**config.mk**
```make
export PLATFORM = sky130hd
export DESIGN_NAME = rtss_div
export DESIGN_NICKNAME = d
export VERILOG_FILES = /design/src/hdl/rtss_pkg.sv /design/src/hdl/rtss_div.sv
export SDC_FILE = /design/constraint.sdc
export NUM_CORES = 1
export LEC_CHECK = 0
export BUFFER_PORTS_ARGS = -buffer_cell sky130_fd_sc_hd__buf_2
export CELL_PAD_IN_SITES_DETAIL_PLACEMENT = 0
export CELL_PAD_IN_SITES_GLOBAL_PLACEMENT = 1
export CORE_MARGIN = 4
export CORE_UTILIZATION = 45
export DETAILED_ROUTE_END_ITERATION = 10
export PLACE_DENSITY = 0.8
export SLEW_MARGIN = 25
export SYNTH_ARGS = -nofsm -noshare
export SYNTH_HDL_FRONTEND = slang
export SYNTH_SLANG_ARGS = --single-unit
```
**constraint.sdc**
```tcl
create_clock -name clk_i -period 4.67 [get_ports clk_i]
set_input_delay 0 -clock clk_i [delete_from_list [all_inputs] [get_ports clk_i]]
set_output_delay 0 -clock clk_i [all_outputs]
set_load 0.05 [all_outputs]
```
**src/hdl/rtss_pkg.sv**
```systemverilog
// ----------------------------------------------------------------------------
// rtss_pkg
// Shared types, codes and the sort-key compare for the record table sorter.
// ----------------------------------------------------------------------------
package rtss_pkg;

  localparam int TABLE_DEPTH_DEF = 16;

  typedef struct packed {
    logic signed [31:0] id;
    logic [7:0]         category;
    logic [31:0]        price;
    logic [15:0]        shelf;
    logic [23:0]        quantity;
  } rec_t;

  localparam logic [1:0] MODE_APPEND = 2'd0;
  localparam logic [1:0] MODE_DUMP   = 2'd1;
  localparam logic [1:0] MODE_FIND   = 2'd2;
  localparam logic [1:0] MODE_UPDATE = 2'd3;

  localparam logic [1:0] ST_OK       = 2'd0;
  localparam logic [1:0] ST_FULL     = 2'd1;
  localparam logic [1:0] ST_NOTFOUND = 2'd2;
  localparam logic [1:0] ST_EMPTY    = 2'd3;

  localparam logic [2:0] KEY_ID       = 3'd0;
  localparam logic [2:0] KEY_CATEGORY = 3'd1;
  localparam logic [2:0] KEY_PRICE    = 3'd2;
  localparam logic [2:0] KEY_SHELF    = 3'd3;
  localparam logic [2:0] KEY_QTY_UP   = 3'd4;
  localparam logic [2:0] KEY_QTY_DOWN = 3'd5;

  typedef struct packed {
    logic       sort_en;
    logic       phase;
    logic [2:0] key;
  } sort_ctrl_t;

  typedef struct packed {
    logic en;
    rec_t rec;
  } cell_wr_t;

  typedef enum logic [3:0] {
    S_IDLE, S_APPEND, S_EMPTY, S_SORT, S_DUMP_RD, S_DUMP_OUT,
    S_SR_CHK, S_SR_LO, S_SR_HI, S_SR_MUL, S_SR_DIVGO, S_SR_DIV,
    S_SR_PROBE, S_SR_CMP, S_SR_MISS, S_SR_HIT
  } state_e;

  // true when a must move strictly ahead of b
  function automatic logic goes_before(input rec_t a, input rec_t b, input logic [2:0] key);
    logic r;
    unique case (key)
      KEY_ID:       r = $signed(a.id) < $signed(b.id);
      KEY_CATEGORY: r = a.category < b.category;
      KEY_PRICE:    r = a.price < b.price;
      KEY_SHELF:    r = a.shelf < b.shelf;
      KEY_QTY_UP:   r = a.quantity < b.quantity;
      KEY_QTY_DOWN: r = a.quantity > b.quantity;
      default:      r = 1'b0;
    endcase
    return r;
  endfunction

endpackage

```
**src/hdl/rtss_div.sv**
```systemverilog
// ----------------------------------------------------------------------------
// rtss_div
// Restoring divider, one quotient bit per cycle, for the interpolation probe.
// ----------------------------------------------------------------------------
module rtss_div import rtss_pkg::*; #(
  parameter int QW  = 4,
  parameter int DW  = 33,
  localparam int NW = DW + QW,
  localparam int CNW = $clog2(QW + 1)
) (
  input  logic          clk_i,
  input  logic          rst_ni,
  input  logic          start_i,
  input  logic [NW-1:0] num_i,
  input  logic [DW-1:0] den_i,
  output logic          done_o,
  output logic [QW-1:0] quo_o
);

  logic           busy_q;
  logic           done_q;
  logic [CNW-1:0] cnt_q;
  logic [NW-1:0]  rem_q;
  logic [NW-1:0]  dsh_q;
  logic [QW-1:0]  quo_q;
  logic           ge;

  assign ge = rem_q >= dsh_q;

  always_ff @(posedge clk_i or negedge rst_ni) begin
    if (!rst_ni) begin
      busy_q <= 1'b0;
      done_q <= 1'b0;
      cnt_q  <= '0;
    end else begin
      done_q <= 1'b0;
      if (start_i) begin
        busy_q <= 1'b1;
        cnt_q  <= CNW'(QW - 1);
      end else if (busy_q) begin
        cnt_q <= cnt_q - CNW'(1);
        if (cnt_q == '0) begin
          busy_q <= 1'b0;
          done_q <= 1'b1;
        end
      end
    end
  end

  always_ff @(posedge clk_i) begin
    if (start_i) begin
      rem_q <= num_i;
      dsh_q <= NW'(den_i) << (QW - 1);
      quo_q <= '0;
    end else if (busy_q) begin
      if (ge) rem_q <= rem_q - dsh_q;
      dsh_q <= dsh_q >> 1;
      quo_q <= (quo_q << 1) | QW'(ge);
    end
  end

  assign done_o = done_q;
  assign quo_o  = quo_q;

endmodule

```
# Word level (Yosys, flattened, before mapping)

Index checks and enable logic that the tools add are counted.

Output and inout port bits: 5
Logic and storage cells: 28
Bits of input ports: 73
Bits in registers: 82

Multiplexer cells: 13
Magnitude comparators: 1
Reduce and logical (&&, ||, !) cells: 4
Bitwise logic cells: 1
$add $sub $neg: 2

Operators with widths:

| cell                  | count |
|---|---|
| $mux W37              | 3 |
| $mux W36              | 2 |
| $ge A37 B36 Y1        | 1 |
| $sub A37 B36 Y37      | 1 |
| $mux W1               | 6 |
| $mux W3               | 2 |
| $or A4 B1 Y4          | 1 |
| $reduce_bool A2 Y1    | 2 |
| $logic_not A3 Y1      | 1 |
| $sub A3 B1 Y3 const B | 1 |
| $reduce_and A2 Y1     | 1 |

# Longest topological paths before layout

Word-level depth: 4
Mapped depth: 9
Mapped depth without buffers: 9

# Worst setup path after synthesis

Ideal clock, no wire load.

Path type: reg-to-reg
Start: register rem_q[9]
End: register rem_q[0] (enable)
Path buffers: 0
Setup time: 435 ps
Slack: 697 ps
Stages on the path, launching flop included: 8
Arrival time: 3,539 ps
Path through: edfxtp_1 > ha_1 > nand2_2 > o32a_4 > o21ai_4 > o311ai_2 > nor4b_4 > o31ai_2

Word-level cells in the longest chain between the ends: 3

Ends and longest elaborated chain:

| element                             | RTL line       | text |
|---|---|---|
| start, declared                     | rtss_div.sv:23 | `logic [NW-1:0] rem_q;` |
| start signal, assigned              | rtss_div.sv:52 | `rem_q <= num_i;` |
| start signal, assigned              | rtss_div.sv:56 | `if (ge) rem_q <= rem_q - dsh_q;` |
| $ge A37 B36 Y1                      | rtss_div.sv:28 | `assign ge = rem_q >= dsh_q;` |
| $reduce_bool A2 Y1 (no source line) | --             |  |
| $reduce_and A2 Y1 (no source line)  | --             |  |

No other way between the ends.
A chain may end at the register's enable or synchronous reset.

# Worst setup path after layout

Start: register dsh_q[1]
End: register rem_q[27] (enable)

Word-level cells in the longest chain between the ends: 3

Ends and longest elaborated chain:

| element                             | RTL line       | text |
|---|---|---|
| start, declared                     | rtss_div.sv:24 | `logic [NW-1:0] dsh_q;` |
| start signal, assigned              | rtss_div.sv:53 | `dsh_q <= NW'(den_i) << (QW - 1);` |
| start signal, assigned              | rtss_div.sv:57 | `dsh_q <= dsh_q >> 1;` |
| $ge A37 B36 Y1                      | rtss_div.sv:28 |  |
| $reduce_bool A2 Y1 (no source line) | --             |  |
| $reduce_and A2 Y1 (no source line)  | --             |  |

No other way between the ends.

==> results.json <==
{
  "maxSlewViolCount": 0,
  "synth_warnings": 0,
  "via_count": 5868,
  "place_congestion": 0.913,
  "maxCapViolations": 0,
  "layout_common_cells": "nand2_1 (108), buf_2 (76), edfxtp_1 (70)",
  "overflow": 0,
  "dpl.hpwl_um": 13000,
  "fin_tns_setup_ps": 0,
  "multi_input_area_um2": 3570,
  "cp.arrival_ps": 3460,
  "grt_pass1_vias": 5729,
  "cts_tree": "built",
  "drive_above_1_share": 0.155,
  "worstSetupPathType": "reg -> reg",
  "p_sw_mw": 2.12,
  "r2r_cells": 9,
  "ctsResizeCount": 0,
  "crit_fanout": 15,
  "grt_start_max_net_pins": 60,
  "setup_viol": 0,
  "antenna_cells": 0,
  "syn-instance-count": 713,
  "hp-class": "in -> reg",
  "ioPinCount": 78,
  "endpoint": "rem_q[27]",
  "fmax_mhz": 293,
  "clock_path_buffers": 2,
  "cts_made_buffers": 9,
  "rr_endpoint": "rem_q[27]",
  "die_area_um2": 16000,
  "ys_seq_elements": 82,
  "synth_mux_area_frac": 0.0216,
  "cts_setup_buffers": 0,
  "core_area_um2": 13500,
  "via_per_inst": 5.83,
  "peakVddDrop_mv": 0.295,
  "synth_async_sr_flop_share": 0.0610,
  "clkSinkCount": 82,
  "p_comb_frac": 0.580,
  "antenna_left": 0,
  "worstMarginPinSlew_ps": 864,
  "insertion_delay_ps": 350,
  "p_per_area_nw_per_um2": 609,
  "yosysTopAreaCellShare": 0.333,
  "hold_viol": 0,
  "rsz0062_at_grt": "no",
  "skew_ps": 8.01,
  "syn_area_um2": 6300,
  "avgSynthCellArea_um2": 8.84,
  "io_buffer_count": 77,
  "crit_start": "dsh_q[1]",
  "timing.final.crit_share": 0.731,
  "yosys.area_share.xor_xnor": 0.0222,
  "min_period_ps": 3410,
  "r2r_start": "dsh_q[1]",
  "seqCellArea_um2": 2370,
  "synth_compound_area_frac": 0.241,
  "synthAdderAreaFrac": 0.0786,
  "r2r_slack_ps": 1260,
  "wire_per_inst_um": 17.5,
  "rows": 42,
  "syn-num-nets": 825,
  "htreeDepth": 3,
  "synth_top_family_by_area": "compound AO/OA/AOI/OAI gates",
  "track_usage": 0.222,
  "synthSimpleGateAreaFrac": 0.201,
  "p_total_mw": 4.70,
  "p_leak_nw": 3.24,
  "final_cell_area_um2": 7720,
  "fillers": 1209,
  "yosysSeqAreaShare": 0.375,
  "relSlewSlack": 0.423,
  "cts_hold_buf": 59,
  "fin_nets": 938,
  "layout_commonest_cell": "nand2_1",
  "initial_core_util": 0.467,
  "clkTransAtPathRegs_ps": 60,
  "sw_frac_of_total": 0.450,
  "drt-total-wl_um": 17600,
  "dpl_cell_area_um2": 6800,
  "grt_pass1_wl_um": 28800,
  "synthTopCellsByArea": "edfxtp_1 (33%), ha_1 (7.5%), nand2_1 (6.4%)",
  "detail_route.first_pass.iterations": 7,
  "yosysTopAreaCell": "edfxtp_1",
  "netlist-cell-type-count": 82,
  "synth_edf_count": 70,
  "cp.required_ps": 4710,
  "worst_setup_path_end_kind": "flip-flop",
  "p_clk_frac": 0.162,
  "die_h_um": 126,
  "start_kind": "flip-flop",
  "status": "complete, no violations",
  "drt-initial-drc-count": 400,
  "hold_slack_ps": 31.1,
  "drcViolationCount": 0,
  "hold_depth": 3,
  "cts-root-buf": "clkbuf_16",
  "die_x_um": 126,
  "syn2layout_area_growth_pct": 22.5,
  "antenna_found_initial": 0,
  "synth_flop_cell": "edfxtp_1",
  "internal_power_mw": 2.59,
  "seqPwrFrac": 0.258
}
per-stage QoR:
step,utilization,worst slack [ps],cells
2_1_floorplan,-,697,713
3_3_place_gp,0.504,1400,932
3_5_place_dp,0.504,1270,932
4_1_cts,0.572,1250,1007
5_1_grt,0.572,1060,1007
6_report,0.572,1260,1007
state kept, by name (all words and copies together) (netlist names):
signal,cells
dsh_q,36
rem_q,37
cnt_q,3
quo_o,4
busy_q,1
done_o,1
power groups by stage:
stage | clock, mW | combinational, mW | sequential, mW
2_1_floorplan | 0 | 2.01 | 1.23
3_3_place_gp | 0 | 2.61 | 1.22
3_5_place_dp | 0 | 2.64 | 1.23
4_1_cts | 0.780 | 2.71 | 1.21
5_1_grt | 0.815 | 3.02 | 1.24
6_report | 0.763 | 2.73 | 1.21
routing by layer:
metal	track usage	share of wire	vias to the layer above
li1	-	-	2892
met1	0.300	0.45	2772
met2	0.356	0.47	174
met3	0.0462	0.057	30
met4	0.0713	0.022	0
met5	0	0	-
final cells by class:
type,instances,share of cell area
multi-input cells,536,0.462
flip-flops and latches,82,0.307
repair buffers,145,0.135
clock buffers,12,0.0389
well taps,176,0.0285
inverters,52,0.0253
clock inverters,4,0.00356
worst max-delay path, stage by stage, from the launching register on:
cell	delay (ps)
dfxtp_1	400
inv_1	60
ha_1	290
nor2b_1	170
o2111ai_1	310
a211oi_2	540
o311ai_2	190
nor4b_4	200
o31ai_4	570
buf_4	370
cell families (layout without fill, tap and decap cells):
| group | Yosys count | count (layout) |
|---|---|---|
| and+or+nand+nor | 255 | 255 |
| DFF | 82 | 82 |
| muxes | 13 | 13 |
| xor gates and xnor gates | 16 | 16 |
| buffers and inverters | 95 | 213 |
| AOI/OAI and AO/OA | 213 | 213 |
| adders and majority gates | 39 | 39 |
how the worst min path moves through the flow:
stage / start / end / slack (ps)
after floorplan: rst_ni / busy_q / -300
final: num_i[25] / rem_q[25] / 30
after global placement: rst_ni / done_o / -190
after detailed placement: rst_ni / busy_q / -170
after global routing: num_i[25] / rem_q[25] / 50
after CTS: start_i / dsh_q[1] / 30
synth_stat cells (3+ instances only):
library cell,instances
and2_1,4
o22ai_1,5
nand2_1,108
o211ai_1,7
ha_1,38
o21a_1,9
mux2i_1,11
a21oi_1,40
a211oi_1,5
clkbuf_1,24
edfxtp_1,70
nand3_1,11
buf_2,11
nor3b_1,3
nand4_1,12
dfxtp_1,7
inv_1,52
o21bai_1,6
nor4b_1,3
a211oi_2,3
and3_1,3
a21o_1,10
a31oi_1,7
buf_1,5
xor2_1,7
dfrtp_1,5
or3_1,10
nand2b_1,5
nor4_1,3
o31ai_1,41
nor2_1,44
nor3_1,22
a21oi_2,4
a311oi_1,4
o21ai_1,8
o21ai_0,33
nor2b_1,5
and4_1,7
xnor2_1,9
Note: power is estimated with default switching activity, not from simulation.
