$ cat src/hdl/rtss_pkg.sv
// ----------------------------------------------------------------------------
// rtss_pkg
// Shared types, codes and the sort-key compare for the record table sorter.
// ----------------------------------------------------------------------------
package rtss_pkg;

  localparam int TABLE_DEPTH_DEF = 16;

  typedef struct packed {
    logic signed [31:0] id;
    logic [7:0]         category;
    logic [31:0]        price;
    logic [15:0]        shelf;
    logic [23:0]        quantity;
  } rec_t;

  localparam logic [1:0] MODE_APPEND = 2'd0;
  localparam logic [1:0] MODE_DUMP   = 2'd1;
  localparam logic [1:0] MODE_FIND   = 2'd2;
  localparam logic [1:0] MODE_UPDATE = 2'd3;

  localparam logic [1:0] ST_OK       = 2'd0;
  localparam logic [1:0] ST_FULL     = 2'd1;
  localparam logic [1:0] ST_NOTFOUND = 2'd2;
  localparam logic [1:0] ST_EMPTY    = 2'd3;

  localparam logic [2:0] KEY_ID       = 3'd0;
  localparam logic [2:0] KEY_CATEGORY = 3'd1;
  localparam logic [2:0] KEY_PRICE    = 3'd2;
  localparam logic [2:0] KEY_SHELF    = 3'd3;
  localparam logic [2:0] KEY_QTY_UP   = 3'd4;
  localparam logic [2:0] KEY_QTY_DOWN = 3'd5;

  typedef struct packed {
    logic       sort_en;
    logic       phase;
    logic [2:0] key;
  } sort_ctrl_t;

  typedef struct packed {
    logic en;
    rec_t rec;
  } cell_wr_t;

  typedef enum logic [3:0] {
    S_IDLE, S_APPEND, S_EMPTY, S_SORT, S_DUMP_RD, S_DUMP_OUT,
    S_SR_CHK, S_SR_LO, S_SR_HI, S_SR_MUL, S_SR_DIVGO, S_SR_DIV,
    S_SR_PROBE, S_SR_CMP, S_SR_MISS, S_SR_HIT
  } state_e;

  // true when a must move strictly ahead of b
  function automatic logic goes_before(input rec_t a, input rec_t b, input logic [2:0] key);
    logic r;
    unique case (key)
      KEY_ID:       r = $signed(a.id) < $signed(b.id);
      KEY_CATEGORY: r = a.category < b.category;
      KEY_PRICE:    r = a.price < b.price;
      KEY_SHELF:    r = a.shelf < b.shelf;
      KEY_QTY_UP:   r = a.quantity < b.quantity;
      KEY_QTY_DOWN: r = a.quantity > b.quantity;
      default:      r = 1'b0;
    endcase
    return r;
  endfunction

endpackage

$ cat src/hdl/rtss_cell.sv
// ----------------------------------------------------------------------------
// rtss_cell
// One table slot. Holds a record, compares with its right neighbor and swaps
// on odd/even transposition phases.
// ----------------------------------------------------------------------------
module rtss_cell import rtss_pkg::*; #(
  parameter int TABLE_DEPTH = TABLE_DEPTH_DEF,
  parameter int IDX         = 0,
  localparam int IDXW       = $clog2(TABLE_DEPTH),
  localparam int CW         = $clog2(TABLE_DEPTH + 1)
) (
  input  logic             clk_i,
  input  sort_ctrl_t       ctrl_i,
  input  logic [CW-1:0]    count_i,
  input  logic [IDXW-1:0]  wr_idx_i,
  input  cell_wr_t         wr_i,
  input  rec_t             left_rec_i,
  input  logic             left_swap_i,
  input  rec_t             right_rec_i,
  output rec_t             rec_o,
  output logic             swap_o
);

  localparam logic PAR = (IDX % 2) == 1;

  rec_t rec_q, rec_d;

  assign swap_o = ctrl_i.sort_en && (ctrl_i.phase == PAR) && (CW'(IDX + 1) < count_i)
                  && goes_before(right_rec_i, rec_q, ctrl_i.key);

  always_comb begin
    rec_d = rec_q;
    if (wr_i.en && (wr_idx_i == IDXW'(IDX))) begin
      rec_d = wr_i.rec;
    end else if (swap_o) begin
      rec_d = right_rec_i;
    end else if (left_swap_i) begin
      rec_d = left_rec_i;
    end
  end

  always_ff @(posedge clk_i) begin
    rec_q <= rec_d;
  end

  assign rec_o = rec_q;

endmodule

$ cat config.mk
export PLATFORM = sky130hd
export DESIGN_NAME = rtss_cell
export DESIGN_NICKNAME = d
export VERILOG_FILES = /design/src/hdl/rtss_pkg.sv /design/src/hdl/rtss_cell.sv
export SDC_FILE = /design/constraint.sdc
export NUM_CORES = 1
export LEC_CHECK = 0
export ABC_AREA = 1
export BUFFER_PORTS_ARGS = -buffer_cell sky130_fd_sc_hd__buf_2
export CAP_MARGIN = 40
export CORE_AREA = 2 2 182 184
export CTS_BUF_LIST = sky130_fd_sc_hd__clkbuf_16
export DETAILED_ROUTE_END_ITERATION = 8
export DIE_AREA = 0 0 184 186
export HOLD_SLACK_MARGIN = 0.02
export SLEW_MARGIN = 20
export SYNTH_ARGS = -nofsm -noshare
export SYNTH_HDL_FRONTEND = slang
export SYNTH_SLANG_ARGS = --single-unit
$ cat constraint.sdc
create_clock -name clk_i -period 4.8 [get_ports clk_i]
set_input_delay 0 -clock clk_i [delete_from_list [all_inputs] [get_ports clk_i]]
set_output_delay 0 -clock clk_i [all_outputs]
set_load 0.05 [all_outputs]
# Yosys cells after proc, flatten, opt, wreduce, memory -nomap -nowiden
# Cells that the tools add are included.
dict set report op_classes {
  add_sub_neg 0
  mul 0
  div 0
  order_cmp 7
  n_eq_ne 5
  shifts 0
  n_mux 4
  bitwise_logic 1
  n_reduce_logical 7
}
# operator count
set ops {}
lappend ops {{112-bit two-way mux} 3}
lappend ops {{32-bit < comparator} 2}
lappend ops {{24-bit greater-than comparator} 1}
lappend ops {{24-bit < comparator} 1}
lappend ops {{16-bit < comparator} 1}
lappend ops {{8-bit < comparator} 1}
lappend ops {{3-bit by 2-bit equality test with 1-bit output, second input constant} 2}
lappend ops {{3-bit equality test, second input constant} 2}
lappend ops {{1-bit one-hot mux with 6 select lines} 1}
lappend ops {{1-bit by 5-bit < comparator with 1-bit output, first input constant} 1}
lappend ops {{1-bit logical AND} 4}
lappend ops {{4-bit logical NOT} 1}
lappend ops {{3-bit by 1-bit equality test with 1-bit output, second input constant} 1}
lappend ops {{3-bit logical NOT} 1}
lappend ops {{3-bit nonzero test} 1}
lappend ops {{1-bit inverter} 1}
dict set report word_totals {
  regBits 112
  latch_bits 0
  mem_bits_rw 0
  romBits 0
  input_bits 353
  out_inout_bits 113
  elab_cells 29
  memories 0
}

# Longest topological paths before layout
# Gate-level depths: netlist of run 1.
dict set report logic_depth {
  depth_word 6
  mapped_depth 22
  depth_no_buf 20
}

# Worst setup path after synthesis of run 1
# No wires, ideal clock.
dict set report synth_timing {
  path_type {register to register}
  start {reg rec_q (netlist bit rec_o[111])}
  end {reg rec_q (netlist bit rec_o[0]), enable pin}
  setup_ns 0.475
  t_arrival_ns 4.901
  t_required_ns 4.325
  slack_ns -0.576
  path_stages_with_launch 16
  path_cell_list {edfxtp_1 inv_1 ha_1 nand2_1 nor2_1 nand2_1 nor4b_2 nand2_1 nand3_1 nand3_1 nand2_2 nand2_2 buf_6 inv_1 nor2_1 nand2_1}
}
dict set report synth_via {
  elab_chain_len 4
}
# element line_no
set synth_lines {}
lappend synth_lines {{from (decl)} rtss_cell.sv:26} ;# rec_t rec_q, rec_d;
lappend synth_lines {{from (signal assigned)} rtss_cell.sv:43} ;# rec_q <= rec_d;
lappend synth_lines {{32-bit < comparator} rtss_pkg.sv:55} ;# KEY_ID: r = $signed(a.id) < $signed(b.id);
lappend synth_lines {{1-bit one-hot mux with 6 select lines} rtss_pkg.sv:54} ;# unique case (key)
lappend synth_lines {{1-bit logical AND} rtss_cell.sv:29} ;# && goes_before(right_rec_i, rec_q, ctrl_i.key);
lappend synth_lines {{via swap_o} rtss_cell.sv:21} ;# output logic swap_o
lappend synth_lines {{3-bit nonzero test (no source line)} n/a}
# The timed path passes the listed nets, and every way through them passes these cells.
# A chain may end at the register's enable or synchronous reset.

==> results of run 1 <==
-- Yosys cell counts --
cell	n
sky130_fd_sc_hd__buf_4	1
sky130_fd_sc_hd__buf_6	8
sky130_fd_sc_hd__ha_1	108
sky130_fd_sc_hd__a21o_1	2
sky130_fd_sc_hd__o21ai_0	13
sky130_fd_sc_hd__nor4b_2	1
sky130_fd_sc_hd__edfxtp_1	112
sky130_fd_sc_hd__buf_1	1
sky130_fd_sc_hd__o21a_1	2
sky130_fd_sc_hd__nand2_1	445
sky130_fd_sc_hd__a21oi_1	48
sky130_fd_sc_hd__buf_2	15
sky130_fd_sc_hd__nor4_1	1
sky130_fd_sc_hd__nor3b_1	1
sky130_fd_sc_hd__nand4_1	5
sky130_fd_sc_hd__nor3_1	9
sky130_fd_sc_hd__nand3b_1	1
sky130_fd_sc_hd__nand3_1	241
sky130_fd_sc_hd__a211oi_1	1
sky130_fd_sc_hd__inv_1	362
sky130_fd_sc_hd__nand2_2	2
sky130_fd_sc_hd__clkbuf_1	35
sky130_fd_sc_hd__nor2_1	32
-- critical path, delay by kind of cell, from the launching register on --
family | cells | cell delay [ps]
and+or+nand+nor | 11 | 1220
buffers and inverters | 3 | 1030
DFF | 1 | 440
adders and majority gates | 1 | 290
AOI/OAI and AO/OA | 2 | 250
-- repair_timing --
| item | CTS | global route |
|---|---|---|
| hold endpoints to repair | 112 | 0 |
| hold buffers | 203 | 0 |
| setup buffers | 0 | 0 |
-- final cells by class --
| type | count | area share, % |
|---|---|---|
| Antenna cell | 9 | 0.151 |
| Clock inverter | 7 | 0.578 |
| Sequential cell | 112 | 22.5 |
| Clock buffer | 9 | 1.51 |
| Tap cell | 408 | 3.42 |
| Multi-Input combinational cell | 912 | 32.5 |
| Inverter | 362 | 9.12 |
| Timing Repair Buffer | 679 | 30.2 |
-- placed cells by master (no fill, tap or decap) --
master,count
sky130_fd_sc_hd__nor4_1,1
sky130_fd_sc_hd__nor3b_2,1
sky130_fd_sc_hd__a21o_1,2
sky130_fd_sc_hd__o21ai_0,13
sky130_fd_sc_hd__nor4b_2,1
sky130_fd_sc_hd__nand2_4,3
sky130_fd_sc_hd__nand3b_1,1
sky130_fd_sc_hd__clkbuf_16,9
sky130_fd_sc_hd__bufinv_16,2
sky130_fd_sc_hd__clkinvlp_4,1
sky130_fd_sc_hd__o21a_1,2
sky130_fd_sc_hd__buf_12,5
sky130_fd_sc_hd__a211oi_1,1
sky130_fd_sc_hd__nor3_1,9
sky130_fd_sc_hd__dlygate4sd3_1,203
sky130_fd_sc_hd__inv_1,361
sky130_fd_sc_hd__buf_2,464
sky130_fd_sc_hd__nand3_4,1
sky130_fd_sc_hd__clkinv_2,3
sky130_fd_sc_hd__ha_1,108
sky130_fd_sc_hd__edfxtp_1,112
sky130_fd_sc_hd__nand3_1,240
sky130_fd_sc_hd__a21oi_1,48
sky130_fd_sc_hd__inv_4,1
sky130_fd_sc_hd__buf_4,7
sky130_fd_sc_hd__diode_2,9
sky130_fd_sc_hd__nand4_1,5
sky130_fd_sc_hd__nand2_1,444
sky130_fd_sc_hd__nor2_1,32
sky130_fd_sc_hd__clkinv_1,1
-- cells by family (layout without fill, tap and decap cells) --
kind of cell	count (synthesis)	after routing
buffers and inverters	422	1057
AOI/OAI and AO/OA	66	66
DFF	112	112
other	0	9
adders and majority gates	108	108
and+or+nand+nor	738	738
-- metal layers --
metal	global-route usage, %	up-vias	wire length (um)
li1	-	5758	-
met1	24.8	5098	15200
met2	37.3	504	18200
met3	4.15	74	2930
met4	9.31	6	1260
met5	0	-	34
-- report_power, final --
group	leakage [nW]	switching [W]	internal, W	total [W]
combinational	7.41	0.00111	0.000628	0.00174
sequential	1.10	0.0000647	0.00124	0.00130
clock	0.153	0.000388	0.000455	0.000843
-- worst paths after layout --
| kind | from | slack (ps) | depth (start not counted) | endpoint |
|---|---|---|---|---|
| setup reg to reg | rec_o[59]$_DFFE_PP_ | 1160 | 17 | rec_o[75]$_DFFE_PP_ |
| hold reg to reg | rec_o[111]$_DFFE_PP_ | 1630 | 9 | rec_o[111]$_DFFE_PP_ |
| setup / recovery | rec_o[59]$_DFFE_PP_ | 1160 | 17 | rec_o[75]$_DFFE_PP_ |
| hold / removal | left_rec_i[111] | 30 | 5 | rec_o[111]$_DFFE_PP_ |
-- metrics by stage --
stage	worst slack [ps]	power (W)	hold slack (ps)	std cells	utilization [%]
CTS	1170	0.00391	20.5	2487	46.2
global placement	1610	0.00283	272	2268	38.9
detailed placement	1590	0.00285	276	2268	38.9
global route	838	0.00413	25.0	2495	46.3
floorplan	495	0.00236	186	1446	-
finish	1160	0.00389	34.3	2498	46.3
==> summary.json, run 1 <==
{
  "drtPass1Iterations": 7,
  "design.core.area_mm2": 0.0322,
  "worstSkewPairLatency_ps": 370,
  "clock.fmax_ghz": 0.275,
  "vias_after_detailed_routing": 11440,
  "synthTopCellsByArea": "sky130_fd_sc_hd__edfxtp_1 34%, sky130_fd_sc_hd__nand2_1 17%, sky130_fd_sc_hd__inv_1 14%, sky130_fd_sc_hd__ha_1 14%, sky130_fd_sc_hd__nand3_1 12%",
  "grt_setup_unrepaired": "false",
  "startpoint_type": "flop",
  "fin_setup_tns_ps": 0,
  "drt-total-wl_um": 37700,
  "synth_simple_gate_area_share_pct": 31.7,
  "root_driver": "sky130_fd_sc_hd__clkbuf_16",
  "synthDominantCellAreaShare_pct": 34.2,
  "place_hpwl_um": 27000,
  "power.static_leakage_nw": 8.66,
  "cts.repair.resized": 0,
  "largest_reg_flops": 112,
  "netlist_instances": 1446,
  "required_ps": 4910,
  "cpPeakStageDelay_ps": 560,
  "number_of_max_slew_violations_in_the_final_report": 0,
  "synth-compound-area-share_pct": 3.48,
  "layout.cell_area.non_filler_mm2": 0.0149,
  "num-nets-final": 2537,
  "dpl-instance-area_mm2": 0.0125,
  "synth_cell_type_count": 23,
  "synth_warnings": 0,
  "layout.filler_cells": 3252,
  "synthesis.area_per_instance_um2": 6.81,
  "critical_path_end_type": "flop",
  "placement_rows": 66,
  "grtUsageTotal_pct": 21.1,
  "grt_first_pass_wirelength_um": 55700,
  "critical_path_s_most_frequent_cell": "sky130_fd_sc_hd__nand2_1",
  "drt_iter0_drc": 520,
  "viasPerCell": 4.58,
  "area_growth_pct": 51.6,
  "vdd_ir_drop_max_uv": 155,
  "ys_seq_area_share_pct": 34.2,
  "report.final.setup_viol": 0,
  "synth_top_family_by_area": "simple AND/OR/NAND/NOR gates",
  "worst_min_delay_path_category": "input pin to flop",
  "largest_net_degree_at_the_start_of_global_routing": 113,
  "failed_checks": "design-rule violations",
  "layout_min_cycle_time_ps": 3640,
  "max_cap_violations": 0,
  "synthMuxAreaShare_pct": 0,
  "yosys.area_share.adder_pct": 13.7,
  "p_per_area_mw_per_mm2": 260,
  "drive_above_1_share_pct": 23.9,
  "post_cts_clock_slew_at_the_launch_and_capture_registers_of_the_worst_setup_and_hold_paths_ps": 80,
  "drcViolationCount": 4,
  "synthesis.area_mm2": 0.00985,
  "globalRouteOverflowTotal": 0,
  "wl_per_cell_um": 15.1,
  "synth_xor_area_share_pct": 0,
  "syn-num-nets": 1907,
  "rel_slew_slack_pct": 49.8,
  "first_global_vias": 10900,
  "placement.io_buffers": 464,
  "die_x_um": 184,
  "crit_path_top_delay_cell": "sky130_fd_sc_hd__dlygate4sd3_1",
  "path_class": "flop to flop",
  "tightestPinTransition_ps": 754,
  "status": "finished with violations",
  "cell_chain_of_the_critical_path": "inv_1 > ha_1 > nand2_1 > o21ai_0 > nand2_1 > nand3_1 > a21oi_1 > nand2_1 > nor2_1 > nor2_1 > nand2_4 > nand2_4 > buf_12 > nand2_1 > nand3_1 > nand2_1 > dlygate4sd3_1",
  "final.period_utilization_pct": 75.7,
  "fin_skew_ps": 14.2,
  "tritoncts": "yes",
  "ioPinCount": 466,
  "worst-path-max-fanout": 112,
  "final_hold_violation_count": 0,
  "detail-route-antenna-nets": 0,
  "initial_utilization_pct": 30.6,
  "cts_made_buffers": 9,
  "floorplan.die_area_mm2": 0.0342,
  "die_h_um": 186,
  "cts_sinks": 112,
  "synthDominantAreaCellType": "sky130_fd_sc_hd__edfxtp_1",
  "flops_latches_synth": 112,
  "cts_max_level": 3,
  "gp_congestion": 0.853,
  "regArea_mm2": 0.00336,
  "multi_input_comb_area_mm2": 0.00485,
  "grt_antenna_before_repair": 11,
  "cts_buffer_depth": 2,
  "critical_path_arrival_ps": 3750
}
Power figures use the tool's default switching activity.
==> run 2, diff against run 1 <==
--- a/config.mk
+++ b/config.mk
@@ -8,10 +8,10 @@
 export ABC_AREA = 1
 export BUFFER_PORTS_ARGS = -buffer_cell sky130_fd_sc_hd__buf_2
 export CAP_MARGIN = 40
-export CORE_AREA = 2 2 182 184
+export CORE_AREA = 2 2 180 182
 export CTS_BUF_LIST = sky130_fd_sc_hd__clkbuf_16
 export DETAILED_ROUTE_END_ITERATION = 8
-export DIE_AREA = 0 0 184 186
+export DIE_AREA = 0 0 182 184
 export HOLD_SLACK_MARGIN = 0.02
 export SLEW_MARGIN = 20
 export SYNTH_ARGS = -nofsm -noshare
==> constraint.sdc (replaced) <==
create_clock -name clk_i -period 3.7 [get_ports clk_i]
set_input_delay 0 -clock clk_i [delete_from_list [all_inputs] [get_ports clk_i]]
set_output_delay 0 -clock clk_i [all_outputs]
set_load 0.05 [all_outputs]
==> run 2 against run 1 <==
The run now ends clean. Combinational power rose by 32%. Worst hold slack improved by 2.3 ps. Wire length rose by 3.3%. Register-to-register slack got worse by 850 ps. Die area fell by 2.2%. Setup slack got worse by 850 ps. Total power rose by 31%. Critical path depth rose by 2. Largest power group unchanged.
==> summary.json, run 2 (synthesis results as in run 1) <==
{
  "path_class": "flop to flop",
  "drtPass1Iterations": {"value": 5, "change": "-2"},
  "startpoint": "rec_o[3]$_DFFE_PP_",
  "drt_iter0_drc": {"value": 549, "change": "+5.6%"},
  "placement_rows": {"value": 65, "change": "-1.5%"},
  "cts_sinks": {"value": 112, "change": "unchanged"},
  "grt_antenna_before_repair": {"value": 7, "change": "-4"},
  "grtUsageTotal": {"value": 21.4, "unit": "%", "change": "+0.32 points"},
  "die_h": {"value": 184, "unit": "um", "change": "-1.1%"},
  "place_hpwl": {"value": 27300, "unit": "um", "change": "+1.1%"},
  "regArea": {"value": 0.00336, "unit": "mm^2", "change": "unchanged"},
  "drt-total-wl": {"value": 38900, "unit": "um", "change": "+3.3%"},
  "globalRouteOverflowTotal": {"value": 0, "change": "unchanged"},
  "area_growth_pct": 50.7,
  "floorplan.die_area": {"value": 0.0335, "unit": "mm^2", "change": "-2.2%"},
  "fin_skew": {"value": 11.3, "unit": "ps", "change": "-2.87 ps"},
  "vdd_ir_drop_max": {"value": 297, "unit": "uV", "change": "+91%"},
  "most_frequent_standard_cell_in_the_layout_excluding_fill_and_tap_cells": "sky130_fd_sc_hd__buf_2",
  "clock.fmax": {"value": 0.295, "unit": "GHz", "change": "+7.3%"},
  "startpoint_type": "flop",
  "critical_path_end_type": "flop",
  "fin_setup_tns": {"value": 0, "unit": "ps", "change": "unchanged"},
  "grt_setup_unrepaired": "false",
  "critical_path_arrival": {"value": 3500, "unit": "ps", "change": "-250 ps"},
  "cellInternalPower": {"value": 0.00303, "unit": "W", "change": "+30%"},
  "max_cap_violations": {"value": 0, "change": "unchanged"},
  "placement.io_buffers": {"value": 464, "change": "unchanged"},
  "root_driver": "sky130_fd_sc_hd__clkbuf_16",
  "most-common-layout-cells": "464 x sky130_fd_sc_hd__buf_2, 444 x sky130_fd_sc_hd__nand2_1, 362 x sky130_fd_sc_hd__inv_1",
  "largest_net_degree_at_the_start_of_global_routing": {"value": 113, "change": "unchanged"},
  "first_global_vias": {"value": 11141, "change": "+2.2%"},
  "pwr-share-seq": {"value": 33.0, "unit": "%", "change": "-0.5 points"},
  "reg2reg_slack": {"value": 310, "unit": "ps", "change": "-850 ps"},
  "wl_per_cell": {"value": 15.8, "unit": "um", "change": "+4.4%"},
  "comb_power_share": {"value": 45.1, "unit": "%", "change": "+0.3 points"},
  "r2r-start": "rec_o[3]$_DFFE_PP_",
  "drive_above_1_share": {"value": 24.3, "unit": "%", "change": "+0.38 points"},
  "worst_min_delay_path_category": "input pin to flop",
  "worst-path-max-fanout": {"value": 56, "change": "-50%"},
  "cts_buffer_depth": {"value": 2, "change": "unchanged"},
  "final.period_utilization": {"value": 91.6, "unit": "%", "change": "+16 points"},
  "multi_input_comb_area": {"value": 0.00486, "unit": "mm^2", "change": "+0.18%"},
  "final_hold_violation_count": {"value": 0, "change": "unchanged"},
  "num-nets-final": {"value": 2521, "change": "-0.63%"},
  "ioPinCount": {"value": 466, "change": "unchanged"},
  "dpl-instance-area": {"value": 0.0126, "unit": "mm^2", "change": "+0.65%"},
  "gp_congestion": {"value": 0.875, "change": "+2.5%"},
  "die_x": {"value": 182, "unit": "um", "change": "-1.1%"},
  "design.core.area": {"value": 0.0314, "unit": "mm^2", "change": "-2.5%"},
  "worstSkewPairLatency": {"value": 350, "unit": "ps", "change": "-20 ps"},
  "viasPerCell": {"value": 4.69, "change": "+2.4%"},
  "worst_hold_path.num_cells": {"value": 5, "change": "unchanged"},
  "layout_min_cycle_time": {"value": 3390, "unit": "ps", "change": "-247 ps"},
  "timing.rr.end": "rec_o[94]$_DFFE_PP_",
  "largest_reg_flops": {"value": 112, "change": "unchanged"},
  "total_switching_power": {"value": 0.00208, "unit": "W", "change": "+33%"},
  "layout.cell_area.non_filler": {"value": 0.0148, "unit": "mm^2", "change": "-0.61%"},
  "switching_share": {"value": 40.7, "unit": "%", "change": "+0.43 points"},
  "tightestPinTransition": {"value": 812, "unit": "ps", "change": "+57.9 ps"},
  "number_of_max_slew_violations_in_the_final_report": {"value": 0, "change": "unchanged"},
  "initial_utilization": {"value": 31.4, "unit": "%", "change": "+0.79 points"},
  "cts_max_level": {"value": 3, "change": "unchanged"},
  "vias_after_detailed_routing": {"value": 11589, "change": "+1.3%"},
  "detail-route-antenna-nets": {"value": 0, "change": "unchanged"},
  "tritoncts": "yes",
  "drcViolationCount": {"value": 0, "change": "-4"},
  "rel_slew_slack": {"value": 45.9, "unit": "%", "change": "-3.9 points"},
  "grt_first_pass_wirelength": {"value": 57000, "unit": "um", "change": "+2.3%"},
  "layout.filler_cells": {"value": 3193, "change": "-1.8%"},
  "cts_made_buffers": {"value": 9, "change": "unchanged"},
  "report.final.setup_viol": {"value": 0, "change": "unchanged"},
  "post_cts_clock_slew_at_the_launch_and_capture_registers_of_the_worst_setup_and_hold_paths": {"value": 80, "unit": "ps", "change": "about the same"},
  "p_per_area": {"value": 344, "unit": "mW/mm^2", "change": "+32%"},
  "status": "complete, no violations",
  "setup.worst_path.end": "rec_o[94]$_DFFE_PP_",
  "worstRegToRegCells": {"value": 19, "change": "+2"},
  "power.static_leakage": {"value": 8.64, "unit": "nW", "change": "-0.25%"},
  "clock_power_share": {"value": 21.9, "unit": "%", "change": "+0.2 points"},
  "required": {"value": 3810, "unit": "ps", "change": "-1100 ps"}
}
## run 2: cell count changes in the layout (fill, tap and decap cells not counted)
cell / change
sky130_fd_sc_hd__inv_8: +1
sky130_fd_sc_hd__nand2_8: +1
sky130_fd_sc_hd__dlygate4sd3_1: -20
sky130_fd_sc_hd__clkinv_2: -3
sky130_fd_sc_hd__clkinv_1: -1
sky130_fd_sc_hd__inv_6: +3
sky130_fd_sc_hd__diode_2: -5
sky130_fd_sc_hd__nand2_4: -1
sky130_fd_sc_hd__clkinvlp_4: -1
sky130_fd_sc_hd__inv_1: +1
sky130_fd_sc_hd__clkbuf_16: +2
sky130_fd_sc_hd__buf_16: +2
## run 2: through the flow
step                      hold WS (ps)  power (W)  setup slack, ps  cells  util (%)
after floorplan                    186    0.00306              216   1446         -
after global placement             272    0.00368              600   2266      40.1
after detailed placement           276    0.00372              521   2266      40.1
after CTS                         20.2    0.00509              135   2465      47.0
after global routing              37.6    0.00543             40.4   2470      47.2
final                             36.6    0.00511              311   2471      47.3
## run 2: worst max-delay path, cell delays in order, from the launching register on
cell and delay, ps:
sky130_fd_sc_hd__edfxtp_1 350, sky130_fd_sc_hd__inv_1 50, sky130_fd_sc_hd__ha_1 280, sky130_fd_sc_hd__nand2_1 60, sky130_fd_sc_hd__inv_1 60, sky130_fd_sc_hd__nand3_1 70, sky130_fd_sc_hd__nor3_1 260, sky130_fd_sc_hd__nand2_1 100
sky130_fd_sc_hd__nand3_1 70, sky130_fd_sc_hd__nand2_1 50, sky130_fd_sc_hd__nand2_1 70, sky130_fd_sc_hd__nand3_1 130, sky130_fd_sc_hd__nor2_1 200, sky130_fd_sc_hd__nand2_4 120, sky130_fd_sc_hd__nand2_4 120, sky130_fd_sc_hd__clkbuf_16 340
sky130_fd_sc_hd__nand2_1 100, sky130_fd_sc_hd__nand3_1 80, sky130_fd_sc_hd__nand2_1 60, sky130_fd_sc_hd__dlygate4sd3_1 550
## run 2: layout make-up
type | instances | share of cell area, %
timing repair buffer | 663 | 29.7
clock inverter | 7 | 0.683
clock buffer | 9 | 1.52
tap | 402 | 3.39
antenna | 4 | 0.0675
multi-input combinational | 912 | 32.8
inverter | 362 | 9.18
sequential | 112 | 22.7
## run 2: layer usage
| metal | global-route usage (%) | vias to the layer above | routed length, um | share of wire [%] |
|---|---|---|---|---|
| met5 | 0 | - | 11 | 0.028 |
| met2 | 38.5 | 481 | 18800 | 48 |
| met3 | 4.50 | 83 | 2830 | 7.3 |
| met1 | 25.4 | 5305 | 16200 | 41 |
| li1 | - | 5718 | - | - |
| met4 | 7.23 | 2 | 1150 | 3.0 |
## run 2: worst min path at each step
stage                              start                    to
after global routing      left_rec_i[64]   rec_o[64]$_DFFE_PP_
final                     left_rec_i[38]   rec_o[38]$_DFFE_PP_
after global placement         wr_i[110]  rec_o[110]$_DFFE_PP_
after CTS                 left_rec_i[96]   rec_o[96]$_DFFE_PP_
after floorplan                wr_i[100]  rec_o[100]$_DFFE_PP_
after detailed placement        wr_i[69]   rec_o[69]$_DFFE_PP_
## run 2: power groups by stage
stage               Clock [W]  Combinational [W]  Sequential, W
finish                0.00112            0.00230        0.00169
global route          0.00120            0.00252        0.00171
CTS                   0.00117            0.00224        0.00169
detailed placement          0            0.00201        0.00172
global placement            0            0.00197        0.00171
floorplan                   0           0.000821        0.00224
## run 2: repair_timing
action / in CTS / in global routing
endpoints found under the hold margin: 112 / 0
gates resized for setup: 0 / 2
setup buffers: 0 / 0
setup endpoints to repair: 0 / 71
hold buffers: 183 / 0
==> run 3, diff against run 2 <==
--- a/config.mk
+++ b/config.mk
@@ -8,10 +8,10 @@
 export ABC_AREA = 1
 export BUFFER_PORTS_ARGS = -buffer_cell sky130_fd_sc_hd__buf_2
 export CAP_MARGIN = 40
-export CORE_AREA = 2 2 180 182
+export CORE_AREA = 2 2 183 185
 export CTS_BUF_LIST = sky130_fd_sc_hd__clkbuf_16
 export DETAILED_ROUTE_END_ITERATION = 8
-export DIE_AREA = 0 0 182 184
+export DIE_AREA = 0 0 185 187
 export HOLD_SLACK_MARGIN = 0.02
 export SLEW_MARGIN = 20
 export SYNTH_ARGS = -nofsm -noshare
==> constraint.sdc (replaced) <==
create_clock -name clk_i -period 4.1 [get_ports clk_i]
set_input_delay 0 -clock clk_i [delete_from_list [all_inputs] [get_ports clk_i]]
set_output_delay 0 -clock clk_i [all_outputs]
set_load 0.05 [all_outputs]
==> run 3 against run 2 <==
Design area is 0.34% higher. Critical path depth stayed put. Clock power is 14% lower. First-iteration DRC count is 5.1% higher. Flip-flop and latch count stayed put. Clock skew is 4.2 ps higher. Total power is 12% lower. Setup slack better by 230 ps. Critical endpoint is now rec_o[74]$_DFFE_PP_. Largest power group unchanged. Highest routed layer unchanged.
==> summary.json, run 3 (synthesis results as in run 1) <==
{
  "post_cts_clock_slew_at_the_launch_and_capture_registers_of_the_worst_setup_and_hold_paths": {"value": 70, "unit": "ps", "change": "about the same"},
  "final_hold_violation_count": {"value": 0, "change": "unchanged"},
  "grt_first_pass_wirelength": {"value": 57500, "unit": "um", "change": "+0.86%"},
  "placement.io_buffers": {"value": 464, "change": "unchanged"},
  "cts_buffer_depth": {"value": 2, "change": "unchanged"},
  "required": {"value": 4210, "unit": "ps", "change": "+400 ps"},
  "report.final.setup_viol": {"value": 0, "change": "unchanged"},
  "drt-total-wl": {"value": 37400, "unit": "um", "change": "-4.0%"},
  "critical_path_end_type": "flop",
  "placement_rows": {"value": 67, "change": "+3.1%"},
  "dpl-instance-area": {"value": 0.0126, "unit": "mm^2", "change": "+0.15%"},
  "cell_chain_of_the_critical_path": "inv_1 > ha_1 > nand2_1 > nor2_1 > nand2_1 > nor2_1 > nand2_1 > nand3_1 > nand2_1 > nand2_1 > nand3_1 > nor2_1 > nand2_4 > nand2_4 > buf_12 > nand2_1 > nand3_1 > nand2_1 > dlygate4sd3_1",
  "cts_made_buffers": {"value": 9, "change": "unchanged"},
  "tritoncts": "yes",
  "fin_skew": {"value": 15.5, "unit": "ps", "change": "+4.16 ps"},
  "most_frequent_standard_cell_in_the_layout_excluding_fill_and_tap_cells": "sky130_fd_sc_hd__buf_2",
  "final.period_utilization": {"value": 86.9, "unit": "%", "change": "-4.7 points"},
  "rel_slew_slack": {"value": 44.6, "unit": "%", "change": "-1.3 points"},
  "area_growth_pct": 51.2,
  "startpoint_type": "flop",
  "max_cap_violations": {"value": 0, "change": "unchanged"},
  "vdd_ir_drop_max": {"value": 249, "unit": "uV", "change": "-16%"},
  "grtUsageTotal": {"value": 21.1, "unit": "%", "change": "-0.35 points"},
  "first_global_vias": {"value": 11311, "change": "+1.5%"},
  "ioPinCount": {"value": 466, "change": "unchanged"},
  "drt_iter0_drc": {"value": 577, "change": "+5.1%"},
  "detail-route-antenna-nets": {"value": 0, "change": "unchanged"},
  "layout_min_cycle_time": {"value": 3560, "unit": "ps", "change": "+175 ps"},
  "cts_sinks": {"value": 112, "change": "unchanged"},
  "fin_setup_tns": {"value": 0, "unit": "ps", "change": "unchanged"},
  "tightestPinTransition": {"value": 831, "unit": "ps", "change": "+19.3 ps"},
  "worst_min_delay_path_category": "input pin to flop",
  "layout.filler_cells": {"value": 3378, "change": "+5.8%"},
  "worst-path-max-fanout": {"value": 112, "change": "+100%"},
  "initial_utilization": {"value": 30.0, "unit": "%", "change": "-1.4 points"},
  "gp_congestion": {"value": 0.891, "change": "+1.9%"},
  "grt_antenna_before_repair": {"value": 7, "change": "unchanged"},
  "timing.rr.end": "rec_o[74]$_DFFE_PP_",
  "clock.fmax": {"value": 0.281, "unit": "GHz", "change": "-4.9%"},
  "place_hpwl": {"value": 26700, "unit": "um", "change": "-2.0%"},
  "worst_hold_path.num_cells": {"value": 5, "change": "unchanged"},
  "r2r-start": "rec_o[23]$_DFFE_PP_",
  "layout.cell_area.non_filler": {"value": 0.0149, "unit": "mm^2", "change": "+0.34%"},
  "root_driver": "sky130_fd_sc_hd__clkbuf_16",
  "drcViolationCount": {"value": 0, "change": "unchanged"},
  "design.core.area": {"value": 0.0329, "unit": "mm^2", "change": "+4.7%"},
  "grt_setup_unrepaired": "false",
  "reg2reg_slack": {"value": 540, "unit": "ps", "change": "+230 ps"},
  "worstHoldEndpoint": "rec_o[38]$_DFFE_PP_",
  "critical_path_arrival": {"value": 3670, "unit": "ps", "change": "+170 ps"},
  "critical_path_s_most_frequent_cell": "sky130_fd_sc_hd__nand2_1",
  "cpPeakStageDelay": {"value": 550, "unit": "ps", "change": "about the same"},
  "worstSkewPairLatency": {"value": 370, "unit": "ps", "change": "+20 ps"},
  "vias_after_detailed_routing": {"value": 11456, "change": "-1.1%"},
  "status": "complete, no violations",
  "die_x": {"value": 185, "unit": "um", "change": "+1.6%"},
  "drive_above_1_share": {"value": 23.8, "unit": "%", "change": "-0.54 points"},
  "power.static_leakage": {"value": 8.62, "unit": "nW", "change": "-0.28%"},
  "die_h": {"value": 187, "unit": "um", "change": "+1.6%"},
  "most-common-layout-cells": "464 x sky130_fd_sc_hd__buf_2, 444 x sky130_fd_sc_hd__nand2_1, 361 x sky130_fd_sc_hd__inv_1",
  "globalRouteOverflowTotal": {"value": 0, "change": "unchanged"},
  "worstRegToRegCells": {"value": 19, "change": "unchanged"},
  "viasPerCell": {"value": 4.54, "change": "-3.2%"},
  "num-nets-final": {"value": 2527, "change": "+0.24%"},
  "floorplan.die_area": {"value": 0.0346, "unit": "mm^2", "change": "+3.3%"},
  "path_class": "flop to flop",
  "timing.hold.worst.start": "left_rec_i[38]",
  "p_per_area": {"value": 303, "unit": "mW/mm^2", "change": "-12%"},
  "cts_max_level": {"value": 3, "change": "unchanged"},
  "largest_reg_flops": {"value": 112, "change": "unchanged"},
  "wl_per_cell": {"value": 14.8, "unit": "um", "change": "-6.0%"},
  "crit_path_top_delay_cell": "sky130_fd_sc_hd__dlygate4sd3_1",
  "largest_net_degree_at_the_start_of_global_routing": {"value": 113, "change": "unchanged"},
  "number_of_max_slew_violations_in_the_final_report": {"value": 0, "change": "unchanged"},
  "drtPass1Iterations": {"value": 5, "change": "unchanged"}
}
==> run 3: cell count changes in the layout (fill, tap and decap cells not counted), sizes merged <==
cell	delta
dlygate4sd3	+12
inv	-5
buf	-4
clkinv	+4
clkbuf	-2
diode	+1
==> run 3: routing by layer <==
layer / GRT usage, % / up-vias / wire length [um] / part of all wire, %
met3: 4.15 / 84 / 2930 / 7.8
li1: - / 5735 / - / -
met2: 36.3 / 526 / 17600 / 47
met5: 0 / - / 27 / 0.072
met4: 8.61 / 4 / 1320 / 3.5
met1: 25.6 / 5107 / 15500 / 42
==> run 3: critical path, delay by kind of cell, from the launching register on <==
| kind | cells | cell delay, ps |
|---|---|---|
| AND/OR/NAND/NOR | 15 | 1550 |
| flip-flops | 1 | 370 |
| adder cells (fa/ha/maj) | 1 | 280 |
| buffers and inverters | 3 | 1010 |
==> run 3: where the power goes <==
group          total [W]  internal (W)  switching [W]
Combinational    0.00203      0.000727        0.00130
Clock           0.000965      0.000526       0.000439
Sequential       0.00153       0.00145      0.0000756
Total            0.00452       0.00270        0.00181
==> run 3: area by class of cell <==
class                      instances  area (um^2)  area share (%)
sequential                       112         3360            22.6
clock inverter                     6         75.1           0.504
clock buffer                       9          225            1.51
timing repair buffer             669         4440            29.8
antenna                            5         12.5          0.0841
multi-input combinational        912         4850            32.6
inverter                         362         1360            9.15
tap                              448          561            3.77
==> run 3: how the worst max path moves through the flow <==
| stage | startpoint | endpoint | slack (ps) | cells past startpoint |
|---|---|---|---|---|
| after global placement | rec_o[15]$_DFFE_PP_ | rec_o[25]$_DFFE_PP_ | 1050 | 18 |
| after floorplan | rec_o[111]$_DFFE_PP_ | rec_o[0]$_DFFE_PP_ | 350 | 15 |
| after global routing | rec_o[15]$_DFFE_PP_ | rec_o[74]$_DFFE_PP_ | 170 | 19 |
| after CTS | rec_o[23]$_DFFE_PP_ | rec_o[47]$_DFFE_PP_ | 540 | 19 |
| after detailed placement | rec_o[23]$_DFFE_PP_ | rec_o[25]$_DFFE_PP_ | 1010 | 18 |
| final | rec_o[23]$_DFFE_PP_ | rec_o[74]$_DFFE_PP_ | 540 | 19 |
==> run 3: metrics by stage <==
step                      power, W  utilization [%]  hold slack, ps  instances  setup WS [ps]
after floorplan            0.00276                -             186       1446            353
after global placement     0.00332             38.4             272       2308           1050
after detailed placement   0.00335             38.4             273       2308           1010
after CTS                  0.00455             45.3            22.0       2518            538
after global routing       0.00480             45.3            35.4       2522            171
final                      0.00452             45.3            29.3       2523            537
==> run 3: timing repair <==
action                    4_1_cts  5_1_grt
gates resized for setup         0        0
hold endpoints to repair      112        0
hold buffers                  195        0
setup buffers                   0        0
